`config.mk`:
```
export PLATFORM = sky130hd
export DESIGN_NAME = icmp_extension_mpls_parser_top
export DESIGN_NICKNAME = d
export VERILOG_FILES = /design/src/sv/icmpx_pkg.sv /design/src/sv/icmp_extension_mpls_parser_top.sv
export SDC_FILE = /design/constraint.sdc
export NUM_CORES = 1
export LEC_CHECK = 0
export ABC_AREA = 1
export BUFFER_PORTS_ARGS = -buffer_cell sky130_fd_sc_hd__buf_2
export CORE_MARGIN = 5
export CORE_UTILIZATION = 61
export DETAILED_ROUTE_END_ITERATION = 16
export HOLD_SLACK_MARGIN = 0.03
export PLACE_DENSITY = 0.8
export SLEW_MARGIN = 20
export SYNTH_ARGS = -nofsm -noshare
export SYNTH_HDL_FRONTEND = slang
export SYNTH_SLANG_ARGS = --single-unit
```
`constraint.sdc`:
```
create_clock -name clock -period 9.2 [get_ports clock]
set_clock_uncertainty 0.1 [all_clocks]
set_input_delay 0.92 -clock clock [delete_from_list [all_inputs] [get_ports clock]]
set_output_delay 0.92 -clock clock [all_outputs]
set_load 0.01 [all_outputs]
```
`src/sv/icmpx_pkg.sv`:
```
// types and constants for the icmp extension / mpls label stack parser
// no deps; imported by icmp_extension_mpls_parser_top, icmpx_record_checker, tb_top
`timescale 1ns / 1ps

package icmpx_pkg;

   // final status codes
   typedef enum logic [2:0] {
      ST_OK        = 3'd0,
      ST_VERSION   = 3'd1,
      ST_CHECKSUM  = 3'd2,
      ST_SHORT     = 3'd3,
      ST_OVERRUN   = 3'd4,
      ST_UNALIGNED = 3'd5,
      ST_TRAILING  = 3'd6
   } status_type;

   // csr register indexes (byte address / 4)
   localparam logic [1:0] REG_VERSION = 2'd0;
   localparam logic [1:0] REG_CLASS   = 2'd1;
   localparam logic [1:0] REG_CTYPE   = 2'd2;

   localparam int CSR_ADDR_W = 4;
   localparam int HDR_BYTES  = 4;

   localparam logic [3:0] VERSION_RST = 4'd2;
   localparam logic [7:0] CLASS_RST   = 8'd1;
   localparam logic [7:0] CTYPE_RST   = 8'd1;

   localparam logic [15:0] CSUM_GOOD = 16'hffff;

   // result queue
   localparam int Q_DEPTH = 4;
   localparam int Q_PTR_W = 2;
   localparam int Q_CNT_W = 3;

   typedef struct packed {
      logic [7:0] data_byte;
      logic       last_byte;
   } req_type;

   typedef struct packed {
      logic        kind;
      logic [7:0]  obj_class;
      logic [7:0]  obj_ctype;
      logic [13:0] word_index;
      logic [31:0] word_value;
      logic        is_mpls;
      logic [19:0] label;
      logic [2:0]  exp_bits;
      logic        bottom_flag;
      logic [7:0]  ttl;
      logic [2:0]  status;
      logic        last;
   } rsp_type;

endpackage

```
`src/sv/icmp_extension_mpls_parser_top.sv`:
```
// channel   | direction | handshake           | payload
// req       | in        | req_valid/req_stall | icmpx_pkg::req_type (one byte + last flag)
// rsp       | out       | rsp_valid/rsp_stall | icmpx_pkg::rsp_type (word or status record)
// csr       | in/out    | apb, pready tied 1  | 32-bit registers at 0x0, 0x4, 0x8
//
// one byte per cycle while req_stall is low: each accepted byte updates the parse state
// in the same cycle and pushes zero, one or two records into a 4-entry result queue.
// records leave the queue one per cycle while rsp_stall is low; req_stall rises when
// fewer than two queue slots are free, so a stalled rsp side backs up into req once
// three records are waiting.
// reset (synchronous) clears the parse state, the queue and the csr registers.
// depends on icmpx_pkg
`timescale 1ns / 1ps

module icmp_extension_mpls_parser_top (
   input  logic                                  clock,
   input  logic                                  reset,
   input  logic                                  req_valid,
   output logic                                  req_stall,
   input  icmpx_pkg::req_type                    req_data,
   output logic                                  rsp_valid,
   input  logic                                  rsp_stall,
   output icmpx_pkg::rsp_type                    rsp_data,
   input  logic                                  csr_psel,
   input  logic                                  csr_penable,
   input  logic                                  csr_pwrite,
   input  logic [icmpx_pkg::CSR_ADDR_W-1:0]      csr_paddr,
   input  logic [31:0]                           csr_pwdata,
   output logic [31:0]                           csr_prdata,
   output logic                                  csr_pready
);
   import icmpx_pkg::*;

   function automatic logic [15:0] fold_add(input logic [15:0] a, input logic [15:0] b);
      logic [16:0] s;
      begin
         s = {1'b0, a} + {1'b0, b};
         // one end-around carry is enough: the folded value never carries again
         fold_add = s[15:0] + {15'd0, s[16]};
      end
   endfunction

   // configuration registers
   logic [3:0] exp_ver_ff;
   logic [7:0] mpls_class_ff;
   logic [7:0] mpls_ctype_ff;
   logic       csr_wr;

   // parse state
   logic [2:0]  hdr_cnt_ff,    hdr_cnt_in;
   logic        csum_nz_ff,    csum_nz_in;
   logic        ver_bad_ff,    ver_bad_in;
   logic [15:0] csum_ff,       csum_in;
   logic [8:0]  hold_ff,       hold_in;
   logic [15:0] obj_len_ff,    obj_len_in;
   logic [15:0] obj_off_ff,    obj_off_in;
   logic [7:0]  cur_class_ff,  cur_class_in;
   logic [7:0]  cur_ctype_ff,  cur_ctype_in;
   logic [31:0] shift_ff,      shift_in;
   logic [13:0] word_cnt_ff,   word_cnt_in;
   status_type  err_ff,        err_in;

   // result queue
   rsp_type              q_mem_ff [Q_DEPTH];
   logic [Q_PTR_W-1:0]   q_rd_ff, q_rd_in;
   logic [Q_PTR_W-1:0]   q_wr_ff, q_wr_in;
   logic [Q_CNT_W-1:0]   q_cnt_ff, q_cnt_in;

   logic        req_acc;
   logic        rsp_acc;
   logic        emit_word;
   logic        emit_stat;
   logic        is_mpls;
   logic        unaligned;
   logic [15:0] off_inc;
   logic [15:0] csum_fin;
   status_type  stat;
   rsp_type     word_rec;
   rsp_type     stat_rec;
   logic [7:0]  b;

   assign req_acc   = req_valid && !req_stall;
   assign rsp_acc   = rsp_valid && !rsp_stall;
   assign req_stall = q_cnt_ff > Q_CNT_W'(Q_DEPTH - 2);
   assign rsp_valid = q_cnt_ff != '0;
   assign rsp_data  = q_mem_ff[q_rd_ff];

   // csr port
   assign csr_pready = 1'b1;
   assign csr_wr     = csr_psel && csr_penable && csr_pwrite && csr_pready;

   always_comb begin
      case (csr_paddr[3:2])
         REG_VERSION: csr_prdata = {28'd0, exp_ver_ff};
         REG_CLASS:   csr_prdata = {24'd0, mpls_class_ff};
         REG_CTYPE:   csr_prdata = {24'd0, mpls_ctype_ff};
         default:     csr_prdata = 32'd0;
      endcase
   end

   always_ff @(posedge clock) begin
      if (reset) begin
         exp_ver_ff    <= VERSION_RST;
         mpls_class_ff <= CLASS_RST;
         mpls_ctype_ff <= CTYPE_RST;
      end else if (csr_wr) begin
         case (csr_paddr[3:2])
            REG_VERSION: exp_ver_ff    <= csr_pwdata[3:0];
            REG_CLASS:   mpls_class_ff <= csr_pwdata[7:0];
            REG_CTYPE:   mpls_ctype_ff <= csr_pwdata[7:0];
            default: ;
         endcase
      end
   end

   // per-byte parse step
   always_comb begin
      b            = req_data.data_byte;
      hdr_cnt_in   = hdr_cnt_ff;
      csum_nz_in   = csum_nz_ff;
      ver_bad_in   = ver_bad_ff;
      csum_in      = csum_ff;
      hold_in      = hold_ff;
      obj_len_in   = obj_len_ff;
      obj_off_in   = obj_off_ff;
      cur_class_in = cur_class_ff;
      cur_ctype_in = cur_ctype_ff;
      shift_in     = shift_ff;
      word_cnt_in  = word_cnt_ff;
      err_in       = err_ff;
      emit_word    = 1'b0;
      unaligned    = obj_len_ff[1:0] != 2'd0;
      off_inc      = obj_off_ff + 16'd1;

      // checksum runs over every byte
      if (hold_ff[8]) begin
         csum_in = fold_add(csum_ff, {hold_ff[7:0], b});
         hold_in = 9'd0;
      end else begin
         hold_in = {1'b1, b};
      end

      if (hdr_cnt_ff < 3'(HDR_BYTES)) begin
         if (hdr_cnt_ff == 3'd0)
            ver_bad_in = b[7:4] != exp_ver_ff;
         else if (hdr_cnt_ff >= 3'd2 && b != 8'd0)
            csum_nz_in = 1'b1;
         hdr_cnt_in = hdr_cnt_ff + 3'd1;
      end else if (err_ff == ST_OK && !ver_bad_ff) begin
         if (obj_off_ff < 16'd4) begin
            case (obj_off_ff[1:0])
               2'd0:    obj_len_in   = {b, 8'd0};
               2'd1:    obj_len_in   = {obj_len_ff[15:8], b};
               2'd2:    cur_class_in = b;
               default: cur_ctype_in = b;
            endcase
            obj_off_in = off_inc;
            if (obj_off_ff[1:0] == 2'd3) begin
               word_cnt_in = 14'd0;
               if (obj_len_ff < 16'd4)
                  err_in = ST_SHORT;
               else if (obj_len_ff == 16'd4)
                  obj_off_in = 16'd0;
            end
         end else begin
            shift_in   = {shift_ff[23:0], b};
            obj_off_in = off_inc;
            if (!unaligned && obj_off_ff[1:0] == 2'd3) begin
               emit_word   = 1'b1;
               word_cnt_in = word_cnt_ff + 14'd1;
            end
            if (off_inc == obj_len_ff) begin
               if (unaligned) begin
                  err_in = ST_UNALIGNED;
               end else begin
                  obj_off_in  = 16'd0;
                  word_cnt_in = 14'd0;
               end
            end
         end
      end

      // status from the state after this byte
      csum_fin = hold_in[8] ? fold_add(csum_in, {hold_in[7:0], 8'd0}) : csum_in;
      if (ver_bad_in)
         stat = ST_VERSION;
      else if (csum_nz_in && csum_fin != CSUM_GOOD)
         stat = ST_CHECKSUM;
      else if (err_in != ST_OK)
         stat = err_in;
      else if (hdr_cnt_in < 3'(HDR_BYTES))
         stat = ST_OVERRUN;
      else if (obj_off_in == 16'd0)
         stat = ST_OK;
      else if (obj_off_in < 16'd4)
         stat = ST_TRAILING;
      else
         stat = ST_OVERRUN;
      emit_stat = req_data.last_byte;

      is_mpls = cur_class_ff == mpls_class_ff && cur_ctype_ff == mpls_ctype_ff;
      word_rec             = '0;
      word_rec.obj_class   = cur_class_ff;
      word_rec.obj_ctype   = cur_ctype_ff;
      word_rec.word_index  = word_cnt_ff;
      word_rec.word_value  = shift_in;
      word_rec.is_mpls     = is_mpls;
      word_rec.label       = is_mpls ? shift_in[31:12] : 20'd0;
      word_rec.exp_bits    = is_mpls ? shift_in[11:9] : 3'd0;
      word_rec.bottom_flag = is_mpls ? shift_in[8] : 1'b0;
      word_rec.ttl         = is_mpls ? shift_in[7:0] : 8'd0;

      stat_rec        = '0;
      stat_rec.kind   = 1'b1;
      stat_rec.status = stat;
      stat_rec.last   = 1'b1;
   end

   always_ff @(posedge clock) begin
      if (reset) begin
         hdr_cnt_ff   <= '0;
         csum_nz_ff   <= 1'b0;
         ver_bad_ff   <= 1'b0;
         csum_ff      <= '0;
         hold_ff      <= '0;
         obj_len_ff   <= '0;
         obj_off_ff   <= '0;
         cur_class_ff <= '0;
         cur_ctype_ff <= '0;
         shift_ff     <= '0;
         word_cnt_ff  <= '0;
         err_ff       <= ST_OK;
      end else if (req_acc) begin
         if (req_data.last_byte) begin
            // end of area: back to the start, registers kept
            hdr_cnt_ff   <= '0;
            csum_nz_ff   <= 1'b0;
            ver_bad_ff   <= 1'b0;
            csum_ff      <= '0;
            hold_ff      <= '0;
            obj_len_ff   <= '0;
            obj_off_ff   <= '0;
            cur_class_ff <= '0;
            cur_ctype_ff <= '0;
            shift_ff     <= '0;
            word_cnt_ff  <= '0;
            err_ff       <= ST_OK;
         end else begin
            hdr_cnt_ff   <= hdr_cnt_in;
            csum_nz_ff   <= csum_nz_in;
            ver_bad_ff   <= ver_bad_in;
            csum_ff      <= csum_in;
            hold_ff      <= hold_in;
            obj_len_ff   <= obj_len_in;
            obj_off_ff   <= obj_off_in;
            cur_class_ff <= cur_class_in;
            cur_ctype_ff <= cur_ctype_in;
            shift_ff     <= shift_in;
            word_cnt_ff  <= word_cnt_in;
            err_ff       <= err_in;
         end
      end
   end

   // result queue: up to two pushes (word then status) and one pop per cycle
   always_comb begin
      q_wr_in  = q_wr_ff;
      q_rd_in  = q_rd_ff;
      q_cnt_in = q_cnt_ff;
      if (req_acc)
         q_wr_in = q_wr_ff + Q_PTR_W'(emit_word) + Q_PTR_W'(emit_stat);
      if (rsp_acc)
         q_rd_in = q_rd_ff + Q_PTR_W'(1);
      q_cnt_in = q_cnt_ff
         + (req_acc ? Q_CNT_W'(emit_word) + Q_CNT_W'(emit_stat) : Q_CNT_W'(0))
         - Q_CNT_W'(rsp_acc);
   end

   always_ff @(posedge clock) begin
      if (reset) begin
         q_wr_ff  <= '0;
         q_rd_ff  <= '0;
         q_cnt_ff <= '0;
      end else begin
         q_wr_ff  <= q_wr_in;
         q_rd_ff  <= q_rd_in;
         q_cnt_ff <= q_cnt_in;
      end
   end

   always_ff @(posedge clock) begin
      if (req_acc) begin
         if (emit_word) begin
            q_mem_ff[q_wr_ff] <= word_rec;
            if (emit_stat)
               q_mem_ff[q_wr_ff + Q_PTR_W'(1)] <= stat_rec;
         end else if (emit_stat) begin
            q_mem_ff[q_wr_ff] <= stat_rec;
         end
      end
   end

   // checks
   a_q_bound: assert property (@(posedge clock) disable iff (reset)
      q_cnt_ff <= Q_CNT_W'(Q_DEPTH))
      else $error("result queue count beyond depth");

   a_last_clears: assert property (@(posedge clock) disable iff (reset)
      req_acc && req_data.last_byte |=> hdr_cnt_ff == 3'd0 && obj_off_ff == 16'd0)
      else $error("parse state not cleared after last byte");

   a_last_gives_rsp: assert property (@(posedge clock) disable iff (reset)
      req_acc && req_data.last_byte |=> rsp_valid)
      else $error("no record pending after last byte");

   a_no_overflow: assert property (@(posedge clock) disable iff (reset)
      req_acc |-> q_cnt_ff <= Q_CNT_W'(Q_DEPTH - 2))
      else $error("byte taken without room for two records");

endmodule

```
==> metrics, run 1 <==
worst hold path class reg -> reg; Die Ht between 200 and 250 um; status complete, no violations; final period utilization between 80% and 90%; first-pass GRT wire length roughly 130000 um; Root Driver clkbuf_16; First DRT Iteration DRCs 3238; Placeable Area ~0.044 mm2; Setup crit start kind input pin; DP HPWL between 50000 and 60000 um; First-pass DRT Iterations 6; total power ~7.9 mW; CP Capture Type register; crit path time final 7700 ps; setup tns final 0 ps; number of vias per cell 5.93; crit-path max FO 4; H-tree lvl count 2; CP arrival approximately 8100 ps; Top FF cell, synth dfxtp_1; initial antenna violation count 3; Setup Fix Bufs, Post-CTS 0; vias in the first global route 24460; Post-Route WL roughly 82000 um; DR DRC count 0; Fmax achieved 0.130 GHz; Post-CTS Hold Fix Bufs 0; largest net degree at the start of global routing between 100 and 150; cells resized by post-CTS repair 0; RePlAce Congestion about 0.9; Row Count between 70 and 80; initial core utilization 61.3%; Post-synth EDFFs 12; P&R area growth vs syn 8.86%; Clk pin slew, worst setup/hold paths approximately 60 ps; leakage between 10 and 15 nW; RSZ-0062 raised after global routing false; area of the die roughly 0.048 mm2; Setup Viol. Count Final 0; Yosys warning count 0; critical path class in -> reg; Die X approximately 220 um; peak supply drop around 0.18 mV; CTS Buf Count 55; Worst slew margin ~22%; register area share after synthesis just over 40%; Final nets around 4000; # clock sinks roughly 550; Mapped Cells between 3000 and 4000; DR vias 26810; Hold Vio Cnt, Final 0; Final ANT Viol Nets 0; IO Pins 187; Overflow after GRT 0; mapped cell area between 0.02 and 0.03 mm2; routed wire length per instance about 18 um; Total Routing Usage GR between 30 and 40%; worst-margin pin slew 1160 ps; Pins Over Slew Limit 0; share of cells above drive strength 1 under 10%; Worst Path Required 9570 ps; max_cap viols 0; CTS tree built; most frequent CP cell nand2_1; Power Dens Cells ~270 mW/mm2; synth unique cells 54; worst skew pair latency 620 ps; ys async rst share 0%; ant diodes 0; slowest stage cell, crit path fa_1; FF+latch count, synth around 550; crit-path max cell delay between 300 and 400 ps; mean post-synth cell area between 6 and 7 um2; clk buf depth 3; # port buffers ~140
critical path, delay by kind of cell:
kind	cells	cell delay [ps]
AOI/OAI and AO/OA	8	1150
adders and majority gates	7	1610
buffers and inverters	7	660
and+or+nand+nor	37	3700
final timing paths:
kind,end,slack (ps),cells past startpoint,start
setup / recovery,q_mem_ff[3][3]$_DFFE_PP_,1500,59,req_data[1]
hold / removal,q_mem_ff[1][32]$_SDFFE_PP0P_,350,2,q_mem_ff[1][32]$_SDFFE_PP0P_
setup reg to reg,q_mem_ff[3][3]$_DFFE_PP_,1640,58,csum_ff[0]$_SDFFE_PP0P_
hold reg to reg,q_mem_ff[1][32]$_SDFFE_PP0P_,350,2,q_mem_ff[1][32]$_SDFFE_PP0P_
kinds of logic after synthesis:
family	Yosys count	share of synthesized area, %
flops	552	41.5
xor+xnor	37	1.23
simple gates	1438	21.9
other cells	2	0.0279
fa+ha+maj	43	2.11
compound gates	1260	24.4
buf+inv	594	8.85
layout by cell type, fill, tap and decap left out, types with 14 or more instances in the layout:
master     instances
a21oi_1          522
buf_2            134
buf_4             30
clkbuf_1          14
clkbuf_16         55
conb_1            25
dfxtp_1          538
ha_1              39
inv_1            298
nand2_1          657
nand3_1          117
nand4_1           41
nor2_1           527
nor3_1            14
o21ai_0          583
o22ai_1           99
or2_2             32
xor2_1            28
per-stage QoR:
step	utilization (%)	setup slack [ps]	std cells	hold WS (ps)	instance area (um2)
after detailed placement	62.6	937	4426	338	27500
final	66.8	1500	4524	347	29300
after global routing	66.8	400	4524	372	29300
after CTS	66.8	1520	4524	348	29300
after floorplan	-	2330	3949	320	27000
after global placement	62.6	1030	4426	333	27500
synthesized netlist by cell type (4+ instances only):
master / n / area share, %
nand2_1: 663 / 9.2
o21ai_0: 583 / 11
dfxtp_1: 540 / 40
nor2_1: 531 / 7.4
a21oi_1: 522 / 9.7
inv_1: 302 / 4.2
clkbuf_1: 207 / 2.9
nand3_1: 117 / 2.2
o22ai_1: 99 / 2.3
nand4_1: 41 / 0.95
ha_1: 39 / 1.8
buf_2: 36 / 0.67
or2_2: 32 / 0.74
xor2_1: 28 / 0.91
buf_4: 27 / 0.75
nor3_1: 14 / 0.26
o21bai_1: 13 / 0.36
edfxtp_1: 12 / 1.3
a211oi_1: 11 / 0.31
buf_1: 8 / 0.11
nand3b_1: 8 / 0.22
xnor2_1: 8 / 0.26
clkinv_1: 7 / 0.098
nand2_2: 7 / 0.16
o21a_1: 7 / 0.20
inv_2: 6 / 0.084
nor4_1: 6 / 0.14
nor2_2: 5 / 0.12
fa_1: 4 / 0.30
nor3b_1: 4 / 0.11
sequential cells by signal (all words and copies together), names as in the netlist, 9 cells and up, named ones only:
signal / cells
csum_ff: 16
hold_ff: 9
obj_len_ff: 16
obj_off_ff: 16
q_mem_ff: 396
shift_ff: 32
word_cnt_ff: 14
area by class of cell:
class,count,area [um2]
Fill cell,3927,14600
Multi-Input combinational cell,2803,13500
Sequential cell,552,11200
Clock buffer,82,1610
Inverter,315,1200
Timing Repair Buffer,164,896
Tap cell,592,741
Clock inverter,16,198
power by group:
part           internal [mW]  switching [mW]
Sequential              3.05           0.318
Combinational          0.827            1.41
Clock                   1.29           0.967
per-layer routing:
layer  global-route usage (%)  vias up  wire, um
met1                     43.7    12469     33500
li1                         -    12910         -
met5                        0        -         0
met4                     13.2        0      3250
met3                     4.90      207      7390
met2                     52.5     1224     37500
Power figures use the tool's default switching activity.
==> run 2, diff against run 1 <==
--- a/config.mk
+++ b/config.mk
@@ -5,13 +5,13 @@
 export SDC_FILE = /design/constraint.sdc
 export NUM_CORES = 1
 export LEC_CHECK = 0
-export ABC_AREA = 1
+export ABC_AREA = 0
 export BUFFER_PORTS_ARGS = -buffer_cell sky130_fd_sc_hd__buf_2
 export CORE_MARGIN = 5
-export CORE_UTILIZATION = 61
+export CORE_UTILIZATION = 55
 export DETAILED_ROUTE_END_ITERATION = 16
 export HOLD_SLACK_MARGIN = 0.03
-export PLACE_DENSITY = 0.8
+export PLACE_DENSITY = 0.77
 export SLEW_MARGIN = 20
 export SYNTH_ARGS = -nofsm -noshare
 export SYNTH_HDL_FRONTEND = slang
==> constraint.sdc (replaced) <==
create_clock -name clock -period 7 [get_ports clock]
set_clock_uncertainty 0.1 [all_clocks]
set_input_delay 0.7 -clock clock [delete_from_list [all_inputs] [get_ports clock]]
set_output_delay 0.7 -clock clock [all_outputs]
set_load 0.01 [all_outputs]
==> metrics, run 2 <==
leakage approximately 12 nW; post-route cell area ~0.030 mm2; count leader, synth nand2_1; mean post-synth cell area 8.22 um2; DR vias between 20000 and 30000; FF+latch count, synth ~550; Top FF cell, synth dfxtp_1; peak supply drop 0.215 mV; worst hold path class in -> reg; First DRT Iteration DRCs between 2000 and 3000; Crit Reg-Reg Startpoint csum_ff[0]$_SDFFE_PP0P_; share of cells above drive strength 1 between 10% and 20%; final period utilization between 90% and 100%; Post-Place Cell Area 0.0281 mm2; Worst R2R Setup Slack roughly 150 ps; slowest stage cell, crit path fa_2; Fill cells 4035; RSZ-0062 raised after global routing true; worst-margin pin slew approximately 1100 ps; R2R cell count 38; ys async rst share 0%; fin cells 3995; routed wire length per instance about 22 um; area of the die about 0.053 mm2; initial core utilization about 56%; clk buf depth 3; crit path launch csum_ff[0]$_SDFFE_PP0P_; Fmax achieved roughly 0.15 GHz; DR DRC count 0; CP arrival approximately 7000 ps; Overflow after GRT 0; top cell type's share of synthesized area between 40% and 50%; H-tree lvl count 2; initial antenna violation count 0; Hold Crit Endpoint mpls_class_ff[0]$_SDFFE_PP1P_; # port buffers ~140; commonest non-fill, non-tap cell in the layout nand2_1; Die Ht 231 um; max reg flops 396; CP Capture Type register; Setup crit start kind register; most frequent CP cell ha_4; RePlAce Congestion 0.941; max_cap viols 0; Largest Register q_mem_ff; CTS Buf Count 55; Finished Core Util 63.5%; register area share after synthesis between 40% and 50%; Post-CTS Hold Fix Bufs 0; synth unique cells slightly above 80; crit path time final 6850 ps; Hold Vio Cnt, Final 0; worst skew pair latency 610 ps; Area contributors post-synth dfxtp_1 (40%), nand2_1 (10%), a21oi_1 (8.7%); P&R area growth vs syn 13.7%; Regs by FF count q_mem_ff x396, shift_ff x32; post-synth top area cell dfxtp_1; mapped cell area 0.0268 mm2; number of vias per cell 6.27; Hold Path Origin csr_pwdata[0]; CTS tree built; synth cell count leaders nand2_1 (734), dfxtp_1 (540), a21oi_1 (468), nor2_1 (276), clkbuf_1 (209); critical path class reg -> reg; total power 7.42 mW; Setup Viol. Count Final 0; most frequent cells in the layout nand2_1 (727), dfxtp_1 (537), a21oi_1 (463), nor2_1 (267), nand3_1 (170); Total Routing Usage GR a little under a third; status complete, no violations; crit-path max cell delay between 400 and 500 ps; IO Pins approximately 190; hold slack 232 ps; Post-Route WL roughly 86000 um; r2r endpoint q_mem_ff[2][3]$_DFFE_PP_; crit-path max FO 8; Placeable Area 0.0479 mm2; worst hold stages 2; Worst slew margin around 23%; placed cell count about 3900; Mapped Cells 3257; Die X 231 um; vias in the first global route 24808; Worst Path Required about 7400 ps; first-pass GRT wire length between 100000 and 150000 um; Row Count 80; Pins Over Slew Limit 0; ant diodes 0; First-pass DRT Iterations 6; Final ANT Viol Nets 0; Yosys warning count 0; DP HPWL between 50000 and 60000 um; # clock sinks between 500 and 600; largest net degree at the start of global routing 95; Clk pin slew, worst setup/hold paths about 60 ps; Final nets 3429; Power Dens Cells 243 mW/mm2; Root Driver clkbuf_16; Post-synth EDFFs 12
-- run 2: cell count changes after synthesis, moves of 36 or more --
cell and change:
o21ai_0 -505, nor2_1 -255, o22ai_1 -94, a21oi_1 -54, inv_1 -272, a22oi_1 +53, xnor2_1 +36, nand3_1 +56
mux2i_1 +69, nand2_1 +71, mux4_2 +99
-- run 2: cell type report --
| class | count | area [um2] | share of cell area [%] |
|---|---|---|---|
| multi-input cells | 2417 | 14800 | 48.5 |
| flip-flops and latches | 552 | 11200 | 36.7 |
| repair buffers | 276 | 1760 | 5.78 |
| clock buffers | 86 | 1690 | 5.54 |
| well taps | 615 | 769 | 2.53 |
| clock inverters | 17 | 180 | 0.591 |
| inverters | 32 | 120 | 0.394 |
-- run 2: cell families (layout without fill, tap and decap cells) --
logic type,Yosys count,count (layout),synth area share [%]
and+or+nand+nor,1367,1367,21.9
xor gates and xnor gates,77,77,2.57
muxes,171,171,11.0
DFF,552,552,41.7
adders and majority gates,44,44,2.16
buffers and inverters,311,411,4.76
other,2,25,0.0280
AOI/OAI and AO/OA,733,733,15.8
-- run 2: routing by layer --
| layer | global-route usage [%] | vias to the layer above | part of all wire (%) |
|---|---|---|---|
| met4 | 13.2 | 0 | 4.1 |
| met1 | 39.7 | 12038 | 39 |
| met2 | 52.8 | 1340 | 48 |
| met3 | 4.41 | 247 | 8.2 |
| li1 | - | 11422 | - |
| met5 | 0 | - | 0 |
-- run 2: metrics by stage --
step	TNS, ps	worst slack [ps]
global route	-1090	-158
finish	0	150
global placement	-5690	-497
floorplan	0	23.7
detailed placement	-8100	-705
CTS	0	0.538
-- run 2: what timing repair did --
action	CTS	global route
setup buffers	24	9
pin swaps	16	32
endpoints found under the setup margin	12	12
gates resized for setup	19	33
-- run 2: how the worst max path moves through the flow --
stage / endpoint / slack, ps / depth (start not counted)
finish: q_mem_ff[2][3]$_DFFE_PP_ / 150 / 38
CTS: q_mem_ff[2][3]$_DFFE_PP_ / 0.5 / 39
global placement: q_mem_ff[0][3]$_DFFE_PP_ / -500 / 39
floorplan: q_mem_ff[1][3]$_DFFE_PP_ / 20 / 39
global route: q_mem_ff[2][3]$_DFFE_PP_ / -160 / 38
detailed placement: q_mem_ff[3][2]$_DFFE_PP_ / -710 / 39
-- run 2: critical path, delay by kind of cell (launching register included) --
| family | cells | cell delay [ps] |
|---|---|---|
| flip-flops | 1 | 360 |
| adder cells (fa/ha/maj) | 8 | 1830 |
| XOR/XNOR | 1 | 140 |
| AND/OR/NAND/NOR | 12 | 1580 |
| multiplexers | 1 | 280 |
| AO/OA/AOI/OAI | 15 | 2390 |
| buffers and inverters | 1 | 30 |
-- run 2: report_power, final --
part	switching [mW]	total [mW]	internal [mW]	leakage [nW]
sequential	0.0957	3.31	3.21	4.46
clock	1.28	3.04	1.76	0.924
combinational	0.690	1.07	0.377	6.13
